$ cat src/hw/rtl/piecewise_linear_calibration_lookup_assert.svh
// Assertion macros for the calibration lookup block.
// Depends on nothing; expands to nothing when SYNTH is defined.
`ifndef PIECEWISE_LINEAR_CALIBRATION_LOOKUP_ASSERT_SVH
`define PIECEWISE_LINEAR_CALIBRATION_LOOKUP_ASSERT_SVH

`ifndef SYNTH
`define PLC_ASSERT_IMP(lbl, clk, rstn, ante, cons, msg) \
  lbl: assert property (@(posedge clk) disable iff (!rstn) (ante) |-> (cons)) else $error(msg);
`define PLC_ASSERT_NXT(lbl, clk, rstn, ante, cons, msg) \
  lbl: assert property (@(posedge clk) disable iff (!rstn) (ante) |=> (cons)) else $error(msg);
`else
`define PLC_ASSERT_IMP(lbl, clk, rstn, ante, cons, msg)
`define PLC_ASSERT_NXT(lbl, clk, rstn, ante, cons, msg)
`endif

`endif

$ cat src/hw/rtl/plc_pkg.sv
// Shared constants, codes and types of the calibration lookup block.
// Used by every module in hw/rtl; depends on nothing.
package plc_pkg;

  localparam int TABLE_DEPTH = 64;
  localparam int FREQ_BITS   = 20;
  localparam int IDX_BITS    = (TABLE_DEPTH > 1) ? $clog2(TABLE_DEPTH) : 1;
  localparam int AMP_BITS    = 16;
  localparam int PCNT_BITS   = 7;
  localparam int CIDX_BITS   = 2;
  localparam int DVD_BITS    = FREQ_BITS + AMP_BITS;
  localparam int DCNT_BITS   = $clog2(DVD_BITS + 1);

  localparam logic REQ_WRITE  = 1'b0;
  localparam logic REQ_LOOKUP = 1'b1;

  localparam logic [CIDX_BITS-1:0] CFG_MIN_AMP    = 2'd0;
  localparam logic [CIDX_BITS-1:0] CFG_MAX_AMP    = 2'd1;
  localparam logic [CIDX_BITS-1:0] CFG_POINT_CNT  = 2'd2;

  typedef enum logic [2:0] {
    PATH_OFF    = 3'd0,
    PATH_BELOW  = 3'd1,
    PATH_ABOVE  = 3'd2,
    PATH_INTERP = 3'd3,
    PATH_DEGEN  = 3'd4
  } path_e;

  typedef enum logic [3:0] {
    S_IDLE,
    S_FIRST,
    S_LAST,
    S_SCAN,
    S_MUL,
    S_DIVS,
    S_DIV,
    S_FIN,
    S_OUT
  } state_e;

  typedef struct packed {
    logic [FREQ_BITS-1:0] freq;
    logic [AMP_BITS-1:0]  amp;
  } entry_t;

  typedef struct packed {
    logic busy;
    logic done;
  } div_stat_t;

endpackage

$ cat src/hw/rtl/plc_table.sv
// Calibration table memory: one write port, one registered read port.
// Depends on plc_pkg for depth and entry type.
module plc_table (
  input  logic                          clk_i,
  input  logic                          wr_en_i,
  input  logic [plc_pkg::IDX_BITS-1:0]  wr_addr_i,
  input  plc_pkg::entry_t               wr_data_i,
  input  logic [plc_pkg::IDX_BITS-1:0]  rd_addr_i,
  output plc_pkg::entry_t               rd_data_o
);

  plc_pkg::entry_t mem_q [plc_pkg::TABLE_DEPTH];
  plc_pkg::entry_t rd_data_q;

  always_ff @(posedge clk_i) begin
    if (wr_en_i) begin
      mem_q[wr_addr_i] <= wr_data_i;
    end
    rd_data_q <= mem_q[rd_addr_i];
  end

  assign rd_data_o = rd_data_q;

endmodule

$ cat src/hw/rtl/plc_div.sv
// Serial restoring divider, one quotient bit per cycle.
// Depends on plc_pkg for operand widths and the status struct.
module plc_div (
  input  logic                            clk_i,
  input  logic                            rst_ni,
  input  logic                            start_i,
  input  logic [plc_pkg::DVD_BITS-1:0]    dividend_i,
  input  logic [plc_pkg::FREQ_BITS-1:0]   divisor_i,
  output logic [plc_pkg::DVD_BITS-1:0]    quot_o,
  output logic [plc_pkg::FREQ_BITS-1:0]   rem_o,
  output plc_pkg::div_stat_t              stat_o
);

  localparam int DB = plc_pkg::DVD_BITS;
  localparam int FB = plc_pkg::FREQ_BITS;
  localparam int CB = plc_pkg::DCNT_BITS;

  logic          busy_q, busy_d;
  logic          done_q, done_d;
  logic [CB-1:0] cnt_q, cnt_d;
  logic [DB-1:0] dvd_q, dvd_d;
  logic [FB-1:0] rem_q, rem_d;
  logic [FB-1:0] dsr_q, dsr_d;
  logic [FB:0]   shifted;
  logic          ge;

  always_comb begin
    busy_d  = busy_q;
    done_d  = 1'b0;
    cnt_d   = cnt_q;
    dvd_d   = dvd_q;
    rem_d   = rem_q;
    dsr_d   = dsr_q;
    shifted = {rem_q, dvd_q[DB-1]};
    ge      = shifted >= {1'b0, dsr_q};
    if (start_i) begin
      busy_d = 1'b1;
      cnt_d  = '0;
      dvd_d  = dividend_i;
      rem_d  = '0;
      dsr_d  = divisor_i;
    end else if (busy_q) begin
      dvd_d = {dvd_q[DB-2:0], ge};
      rem_d = ge ? FB'(shifted - {1'b0, dsr_q}) : shifted[FB-1:0];
      cnt_d = cnt_q + CB'(1);
      if (cnt_q == CB'(DB - 1)) begin
        busy_d = 1'b0;
        done_d = 1'b1;
      end
    end
  end

  always_ff @(posedge clk_i or negedge rst_ni) begin
    if (!rst_ni) begin
      busy_q <= 1'b0;
      done_q <= 1'b0;
      cnt_q  <= '0;
    end else begin
      busy_q <= busy_d;
      done_q <= done_d;
      cnt_q  <= cnt_d;
    end
  end

  always_ff @(posedge clk_i) begin
    dvd_q <= dvd_d;
    rem_q <= rem_d;
    dsr_q <= dsr_d;
  end

  assign quot_o      = dvd_q;
  assign rem_o       = rem_q;
  assign stat_o.busy = busy_q;
  assign stat_o.done = done_q;

endmodule

$ cat src/hw/rtl/piecewise_linear_calibration_lookup.sv
// Sequence: a write is taken on transfer; a lookup with a zero target goes straight to output,
// one out of range after the first and last entries are read, a degenerate bracket after the
// scan and an interpolated one after the scan, multiply and serial divide. One item at a time;
// the scan (one entry per cycle through the single memory read port) and divider set lookup time.
// Reset: control and configuration take their reset values; the table is not cleared.
// Depends on plc_pkg, plc_table, plc_div and the assertion macro header.
`include "piecewise_linear_calibration_lookup_assert.svh"

module piecewise_linear_calibration_lookup (
  input  logic                            clk_i,
  input  logic                            rst_ni,
  input  logic                            cfg_valid_i,
  output logic                            cfg_ready_o,
  input  logic [plc_pkg::CIDX_BITS-1:0]   cfg_index_i,
  input  logic [15:0]                     cfg_data_i,
  input  logic                            in_valid_i,
  output logic                            in_stall_o,
  input  logic                            req_type_i,
  input  logic [5:0]                      entry_index_i,
  input  logic [plc_pkg::FREQ_BITS-1:0]   entry_frequency_i,
  input  logic [plc_pkg::AMP_BITS-1:0]    entry_amplitude_i,
  input  logic [plc_pkg::FREQ_BITS-1:0]   target_frequency_i,
  output logic                            out_valid_o,
  input  logic                            out_stall_i,
  output logic [plc_pkg::AMP_BITS-1:0]    amplitude_o,
  output logic [2:0]                      path_o
);

  localparam int FB = plc_pkg::FREQ_BITS;
  localparam int AB = plc_pkg::AMP_BITS;
  localparam int IB = plc_pkg::IDX_BITS;
  localparam int DB = plc_pkg::DVD_BITS;

  plc_pkg::state_e state_q, state_d;

  logic [AB-1:0]                  min_amp_q, max_amp_q;
  logic [plc_pkg::PCNT_BITS-1:0]  pcnt_q;
  logic [IB-1:0]                  n_last;

  logic [FB-1:0]       t_q, t_d;
  plc_pkg::entry_t     first_q, first_d;
  plc_pkg::entry_t     prev_q, prev_d;
  plc_pkg::entry_t     lo_q, lo_d;
  plc_pkg::entry_t     hi_q, hi_d;
  logic [IB-1:0]       idx_q, idx_d;
  logic [DB-1:0]       mag_q, mag_d;
  logic                neg_q, neg_d;
  logic [AB-1:0]       res_amp_q, res_amp_d;
  plc_pkg::path_e      res_path_q, res_path_d;
  logic                out_valid_q, out_valid_d;
  logic [AB-1:0]       out_amp_q, out_amp_d;
  plc_pkg::path_e      out_path_q, out_path_d;

  logic                in_fire, wr_en;
  logic [IB-1:0]       rd_addr;
  plc_pkg::entry_t     rd_data, wr_data;
  logic                div_start;
  logic [DB-1:0]       div_quot;
  logic [FB-1:0]       div_rem;
  plc_pkg::div_stat_t  div_stat;

  logic [FB-1:0]        dt, df;
  logic [AB-1:0]        da_mag;
  logic [AB:0]          q_mag;
  logic signed [AB+1:0] v;
  logic [AB-1:0]        v_sat, v_clamp;

  assign cfg_ready_o = 1'b1;
  assign in_stall_o  = (state_q != plc_pkg::S_IDLE);
  assign in_fire     = in_valid_i && !in_stall_o;
  assign wr_en       = in_fire && (req_type_i == plc_pkg::REQ_WRITE)
                       && (32'(entry_index_i) < plc_pkg::TABLE_DEPTH);
  assign wr_data     = '{freq: entry_frequency_i, amp: entry_amplitude_i};

  always_comb begin
    if (pcnt_q < plc_pkg::PCNT_BITS'(2)) begin
      n_last = IB'(1);
    end else if (32'(pcnt_q) > plc_pkg::TABLE_DEPTH) begin
      n_last = IB'(plc_pkg::TABLE_DEPTH - 1);
    end else begin
      n_last = IB'(32'(pcnt_q) - 32'd1);
    end
  end

  always_ff @(posedge clk_i or negedge rst_ni) begin
    if (!rst_ni) begin
      min_amp_q <= '0;
      max_amp_q <= '1;
      pcnt_q    <= plc_pkg::PCNT_BITS'(64);
    end else if (cfg_valid_i && cfg_ready_o) begin
      unique case (cfg_index_i)
        plc_pkg::CFG_MIN_AMP:   min_amp_q <= cfg_data_i;
        plc_pkg::CFG_MAX_AMP:   max_amp_q <= cfg_data_i;
        plc_pkg::CFG_POINT_CNT: pcnt_q    <= cfg_data_i[plc_pkg::PCNT_BITS-1:0];
        default: ;
      endcase
    end
  end

  plc_table u_table (
    .clk_i     (clk_i),
    .wr_en_i   (wr_en),
    .wr_addr_i (IB'(entry_index_i)),
    .wr_data_i (wr_data),
    .rd_addr_i (rd_addr),
    .rd_data_o (rd_data)
  );

  plc_div u_div (
    .clk_i      (clk_i),
    .rst_ni     (rst_ni),
    .start_i    (div_start),
    .dividend_i (mag_q),
    .divisor_i  (df),
    .quot_o     (div_quot),
    .rem_o      (div_rem),
    .stat_o     (div_stat)
  );

  assign dt     = t_q - lo_q.freq;
  assign df     = hi_q.freq - lo_q.freq;
  assign da_mag = (hi_q.amp < lo_q.amp) ? (lo_q.amp - hi_q.amp) : (hi_q.amp - lo_q.amp);
  assign q_mag  = {1'b0, div_quot[AB-1:0]} + (AB+1)'(div_rem != '0 && neg_q);
  assign v      = neg_q ? ((AB+2)'(lo_q.amp) - (AB+2)'(q_mag))
                        : ((AB+2)'(lo_q.amp) + (AB+2)'(q_mag));

  always_comb begin
    priority if (v < 0) begin
      v_sat = '0;
    end else if (v > (AB+2)'(2**AB - 1)) begin
      v_sat = '1;
    end else begin
      v_sat = v[AB-1:0];
    end
    v_clamp = (v_sat > max_amp_q) ? max_amp_q : v_sat;
    v_clamp = (v_clamp < min_amp_q) ? min_amp_q : v_clamp;
  end

  always_comb begin
    state_d     = state_q;
    t_d         = t_q;
    first_d     = first_q;
    prev_d      = prev_q;
    lo_d        = lo_q;
    hi_d        = hi_q;
    idx_d       = idx_q;
    mag_d       = mag_q;
    neg_d       = neg_q;
    res_amp_d   = res_amp_q;
    res_path_d  = res_path_q;
    out_valid_d = out_valid_q && out_stall_i;
    out_amp_d   = out_amp_q;
    out_path_d  = out_path_q;
    rd_addr     = '0;
    div_start   = 1'b0;
    unique case (state_q)
      plc_pkg::S_IDLE: begin
        if (in_fire && req_type_i == plc_pkg::REQ_LOOKUP) begin
          t_d = target_frequency_i;
          if (target_frequency_i == '0) begin
            res_amp_d  = '0;
            res_path_d = plc_pkg::PATH_OFF;
            state_d    = plc_pkg::S_OUT;
          end else begin
            state_d = plc_pkg::S_FIRST;
          end
        end
      end
      plc_pkg::S_FIRST: begin
        first_d = rd_data;
        rd_addr = n_last;
        state_d = plc_pkg::S_LAST;
      end
      plc_pkg::S_LAST: begin
        rd_addr = IB'(1);
        idx_d   = IB'(1);
        prev_d  = first_q;
        priority if (t_q < first_q.freq) begin
          res_amp_d  = first_q.amp;
          res_path_d = plc_pkg::PATH_BELOW;
          state_d    = plc_pkg::S_OUT;
        end else if (t_q > rd_data.freq) begin
          res_amp_d  = rd_data.amp;
          res_path_d = plc_pkg::PATH_ABOVE;
          state_d    = plc_pkg::S_OUT;
        end else begin
          state_d = plc_pkg::S_SCAN;
        end
      end
      plc_pkg::S_SCAN: begin
        rd_addr = idx_q + IB'(1);
        priority if (prev_q.freq <= t_q && rd_data.freq >= t_q) begin
          lo_d = prev_q;
          hi_d = rd_data;
          if (rd_data.freq == prev_q.freq) begin
            res_amp_d  = prev_q.amp;
            res_path_d = plc_pkg::PATH_DEGEN;
            state_d    = plc_pkg::S_OUT;
          end else begin
            state_d = plc_pkg::S_MUL;
          end
        end else if (idx_q == n_last) begin
          res_amp_d  = first_q.amp;
          res_path_d = plc_pkg::PATH_DEGEN;
          state_d    = plc_pkg::S_OUT;
        end else begin
          prev_d = rd_data;
          idx_d  = idx_q + IB'(1);
        end
      end
      plc_pkg::S_MUL: begin
        mag_d   = DB'(dt) * DB'(da_mag);
        neg_d   = hi_q.amp < lo_q.amp;
        state_d = plc_pkg::S_DIVS;
      end
      plc_pkg::S_DIVS: begin
        div_start = 1'b1;
        state_d   = plc_pkg::S_DIV;
      end
      plc_pkg::S_DIV: begin
        if (div_stat.done) begin
          state_d = plc_pkg::S_FIN;
        end
      end
      plc_pkg::S_FIN: begin
        res_amp_d  = v_clamp;
        res_path_d = plc_pkg::PATH_INTERP;
        state_d    = plc_pkg::S_OUT;
      end
      plc_pkg::S_OUT: begin
        if (!out_valid_q || !out_stall_i) begin
          out_valid_d = 1'b1;
          out_amp_d   = res_amp_q;
          out_path_d  = res_path_q;
          state_d     = plc_pkg::S_IDLE;
        end
      end
      default: begin
        state_d = plc_pkg::S_IDLE;
      end
    endcase
  end

  always_ff @(posedge clk_i or negedge rst_ni) begin
    if (!rst_ni) begin
      state_q     <= plc_pkg::S_IDLE;
      out_valid_q <= 1'b0;
    end else begin
      state_q     <= state_d;
      out_valid_q <= out_valid_d;
    end
  end

  always_ff @(posedge clk_i) begin
    t_q        <= t_d;
    first_q    <= first_d;
    prev_q     <= prev_d;
    lo_q       <= lo_d;
    hi_q       <= hi_d;
    idx_q      <= idx_d;
    mag_q      <= mag_d;
    neg_q      <= neg_d;
    res_amp_q  <= res_amp_d;
    res_path_q <= res_path_d;
    out_amp_q  <= out_amp_d;
    out_path_q <= out_path_d;
  end

  assign out_valid_o = out_valid_q;
  assign amplitude_o = out_amp_q;
  assign path_o      = out_path_q;

  `PLC_ASSERT_NXT(a_lookup_leaves_idle, clk_i, rst_ni, in_fire && req_type_i == plc_pkg::REQ_LOOKUP, state_q != plc_pkg::S_IDLE, "lookup transfer did not start the sequencer")
  `PLC_ASSERT_IMP(a_div_only_in_div, clk_i, rst_ni, div_stat.busy, state_q == plc_pkg::S_DIV, "divider busy outside divide state")
  `PLC_ASSERT_IMP(a_scan_in_range, clk_i, rst_ni, state_q == plc_pkg::S_SCAN, idx_q <= n_last && idx_q != '0, "scan index outside active table")
  `PLC_ASSERT_IMP(a_interp_clamped, clk_i, rst_ni, out_valid_q && out_path_q == plc_pkg::PATH_INTERP && min_amp_q <= max_amp_q, out_amp_q >= min_amp_q && out_amp_q <= max_amp_q, "interpolated amplitude outside bounds")

endmodule

$ cat config.mk
export PLATFORM = sky130hd
export DESIGN_NAME = piecewise_linear_calibration_lookup
export DESIGN_NICKNAME = d
export VERILOG_FILES = /design/src/hw/rtl/plc_pkg.sv /design/src/hw/rtl/plc_table.sv /design/src/hw/rtl/plc_div.sv /design/src/hw/rtl/piecewise_linear_calibration_lookup.sv
export VERILOG_INCLUDE_DIRS = /design/src /design/src/hw/rtl
export SDC_FILE = /design/constraint.sdc
export NUM_CORES = 2
export LEC_CHECK = 0
export ABC_AREA = 1
export BUFFER_PORTS_ARGS = -buffer_cell sky130_fd_sc_hd__buf_2
export CORE_ASPECT_RATIO = 1.25
export CORE_MARGIN = 2
export CORE_UTILIZATION = 45
export CTS_CLUSTER_DIAMETER = 60
export DETAILED_ROUTE_END_ITERATION = 12
export PLACE_DENSITY = 0.71
export SLEW_MARGIN = 20
export SYNTH_ARGS = -nofsm -noshare
export SYNTH_HDL_FRONTEND = slang
export SYNTH_HIERARCHICAL = 1
export SYNTH_SLANG_ARGS = --single-unit
$ cat constraint.sdc
create_clock -name clk_i -period 11.3 [get_ports clk_i]
set_input_delay 1.695 -clock clk_i [delete_from_list [all_inputs] [get_ports clk_i]]
set_output_delay 1.695 -clock clk_i [all_outputs]
set_load 0.02 [all_outputs]
==> results.py <==
metrics = {
    "timing": {
        "worst_pin_slew_ps": 1191,
        "slew_headroom": 0.2060,
        "hold_viol_final": 0,
        "min_period_ps": 9938,
        "fmax_ghz": 0.1006,
        "rsz0062_at_grt": "false",
        "period_share": 0.8795,
        "setup_tns_ps": 0,
        "setup_viol": 0,
        "finalClockSkew_ps": 87.24,
        "drv_slew": 0,
    },
    "logic_synthesis": {
        "syn_inst": 11450,
        "postSynthAreaPerCell_um2": 11.01,
        "synth_fp_nets": 12100,
        "syn_area_um2": 126100,
        "yosys_warnings": 6,
    },
    "global_route": {
        "grt_max_degree": 190,
        "track_usage": 0.2271,
        "grt_pass1_wl_mm": 497.5,
        "antenna_found_initial": 28,
        "grt_pass1_vias": 83130,
        "overflow": 0,
    },
    "detailed_routing": {
        "vias": 85540,
        "dr.pass1.iters": 8,
        "postRouteAntennaNets": 0,
        "vias_per_cell": 5.566,
        "wl_mm": 330.0,
        "routedWlPerCell_um": 21.47,
        "drc": 0,
        "first_iter_violations": 8983,
    },
    "critical_path": {
        "arrival_ps": 10580,
        "critPathRequiredTime_ps": 11940,
        "cpMaxStageDelayCell": "xor2_1",
        "cp_common_cell": "fa_1",
        "worstSetupStartpointType": "flop",
        "critical_path_class": "flop to flop",
        "cp-end-kind": "flop",
        "r2r_slack_ps": 1360,
        "crit_path_max_fanout": 19,
        "max_stage_delay_ps": 660,
    },
    "cts": {
        "clk-insertion-delay-late_ps": 950,
        "hold_buffers": 0,
        "cts_setup_buffers": 0,
        "post_cts_resized": 0,
        "clkTransAtPathRegs_ps": 60,
        "cts_made_buffers": 299,
        "cts_tree": "done",
        "clockBufferDepth": 4,
        "cts_sinks": 2713,
        "h-tree-depth": 5,
        "clock-root-buffer": "clkbuf_16",
    },
    "die": {
        "core_um2": 279100,
        "fp.dieH_um": 595.7,
        "initial_utilization": 0.4516,
        "fp-row-count": 217,
        "fp.dieArea_um2": 284400,
        "ioPinCount": 108,
        "fp.dieW_um": 477.4,
    },
    "cells_and_area": {
        "drive_above_1_share": 0.07082,
        "layout.nets": 12080,
        "layout_commonest_cell": "nand2_1",
        "final_cell_mix": "nand2_1 (3,448), edfxtp_1 (2,605), nand3_1 (2,289)",
        "syn_to_final_growth_pct": 10.70,
        "fin_util": 0.5000,
        "final_cells": 15370,
    },
    "status": {
        "status": "finished clean",
    },
    "placement": {
        "gp_congestion": 0.9362,
        "dp_cells": 14850,
        "hpwl_mm": 194.2,
        "io_buffers": 106,
    },
    "flow_run": {
        "maxCapViolations": 0,
    },
    "worst_hold_path": {
        "min_path_type": "flop to flop",
    },
}
metrics by stage:
stage	worst slack (ps)	hold WS (ps)	instance area (um^2)
6_report	1362	433.6	139500
4_1_cts	1449	433.2	139400
2_1_floorplan	3124	400.3	126100
3_3_place_gp	1591	402.6	130300
5_1_grt	811.2	445.9	139500
3_5_place_dp	1442	420.2	130300
worst paths after layout:
path / end / depth (start not counted) / from
setup / recovery: mag_q[29] / 32 / lo_q[1]
hold / removal: path_o[1] / 0 / res_path_q[1]
setup reg to reg: mag_q[29] / 32 / lo_q[1]
hold reg to reg: path_o[1] / 0 / res_path_q[1]
max in group asynchronous: min_amp_q[3] / 2 / rst_ni
min in group asynchronous: u_div/done_q / 2 / rst_ni
sequential cells by signal, summed over array words and instances, names as in the netlist, 36 cells and up:
register           cells
u_table/rd_data_o     36
mag_q                 36
u_table/mem_q       2304
hi_q                  36
u_div/quot_o          36
first_q               36
prev_q                36
lo_q                  36
critical path: cells and delay by family (launching register included):
kind | cells | cell delay (ps)
flip-flops | 1 | 490
adder cells (fa/ha/maj) | 8 | 3730
AND/OR/NAND/NOR | 2 | 290
XOR/XNOR | 2 | 820
buffers and inverters | 7 | 1180
AO/OA/AOI/OAI | 13 | 3140
metal layers:
layer | wire length [um] | up-vias | share of wire | GRT usage
met5 | 104 | - | 0.00032 | 0
li1 | - | 39330 | - | -
met1 | 128200 | 41640 | 0.39 | 0.2907
met4 | 11860 | 16 | 0.036 | 0.08619
met3 | 28190 | 754 | 0.085 | 0.03816
met2 | 161600 | 3800 | 0.49 | 0.3864
final cells by class:
| class | instances | area [um^2] |
|---|---|---|
| fill | 24100 | 139600 |
| sequential | 2713 | 80670 |
| multi-input combinational | 7407 | 40310 |
| clock buffer | 380 | 7964 |
| tap | 3723 | 4658 |
| inverter | 743 | 2835 |
| timing repair buffer | 265 | 1987 |
| clock inverter | 127 | 1096 |
| antenna | 11 | 27.53 |
Power is left out: the tool's default activity adds up to more than one toggle a clock period on the data nets, which glitch-free logic cannot reach.
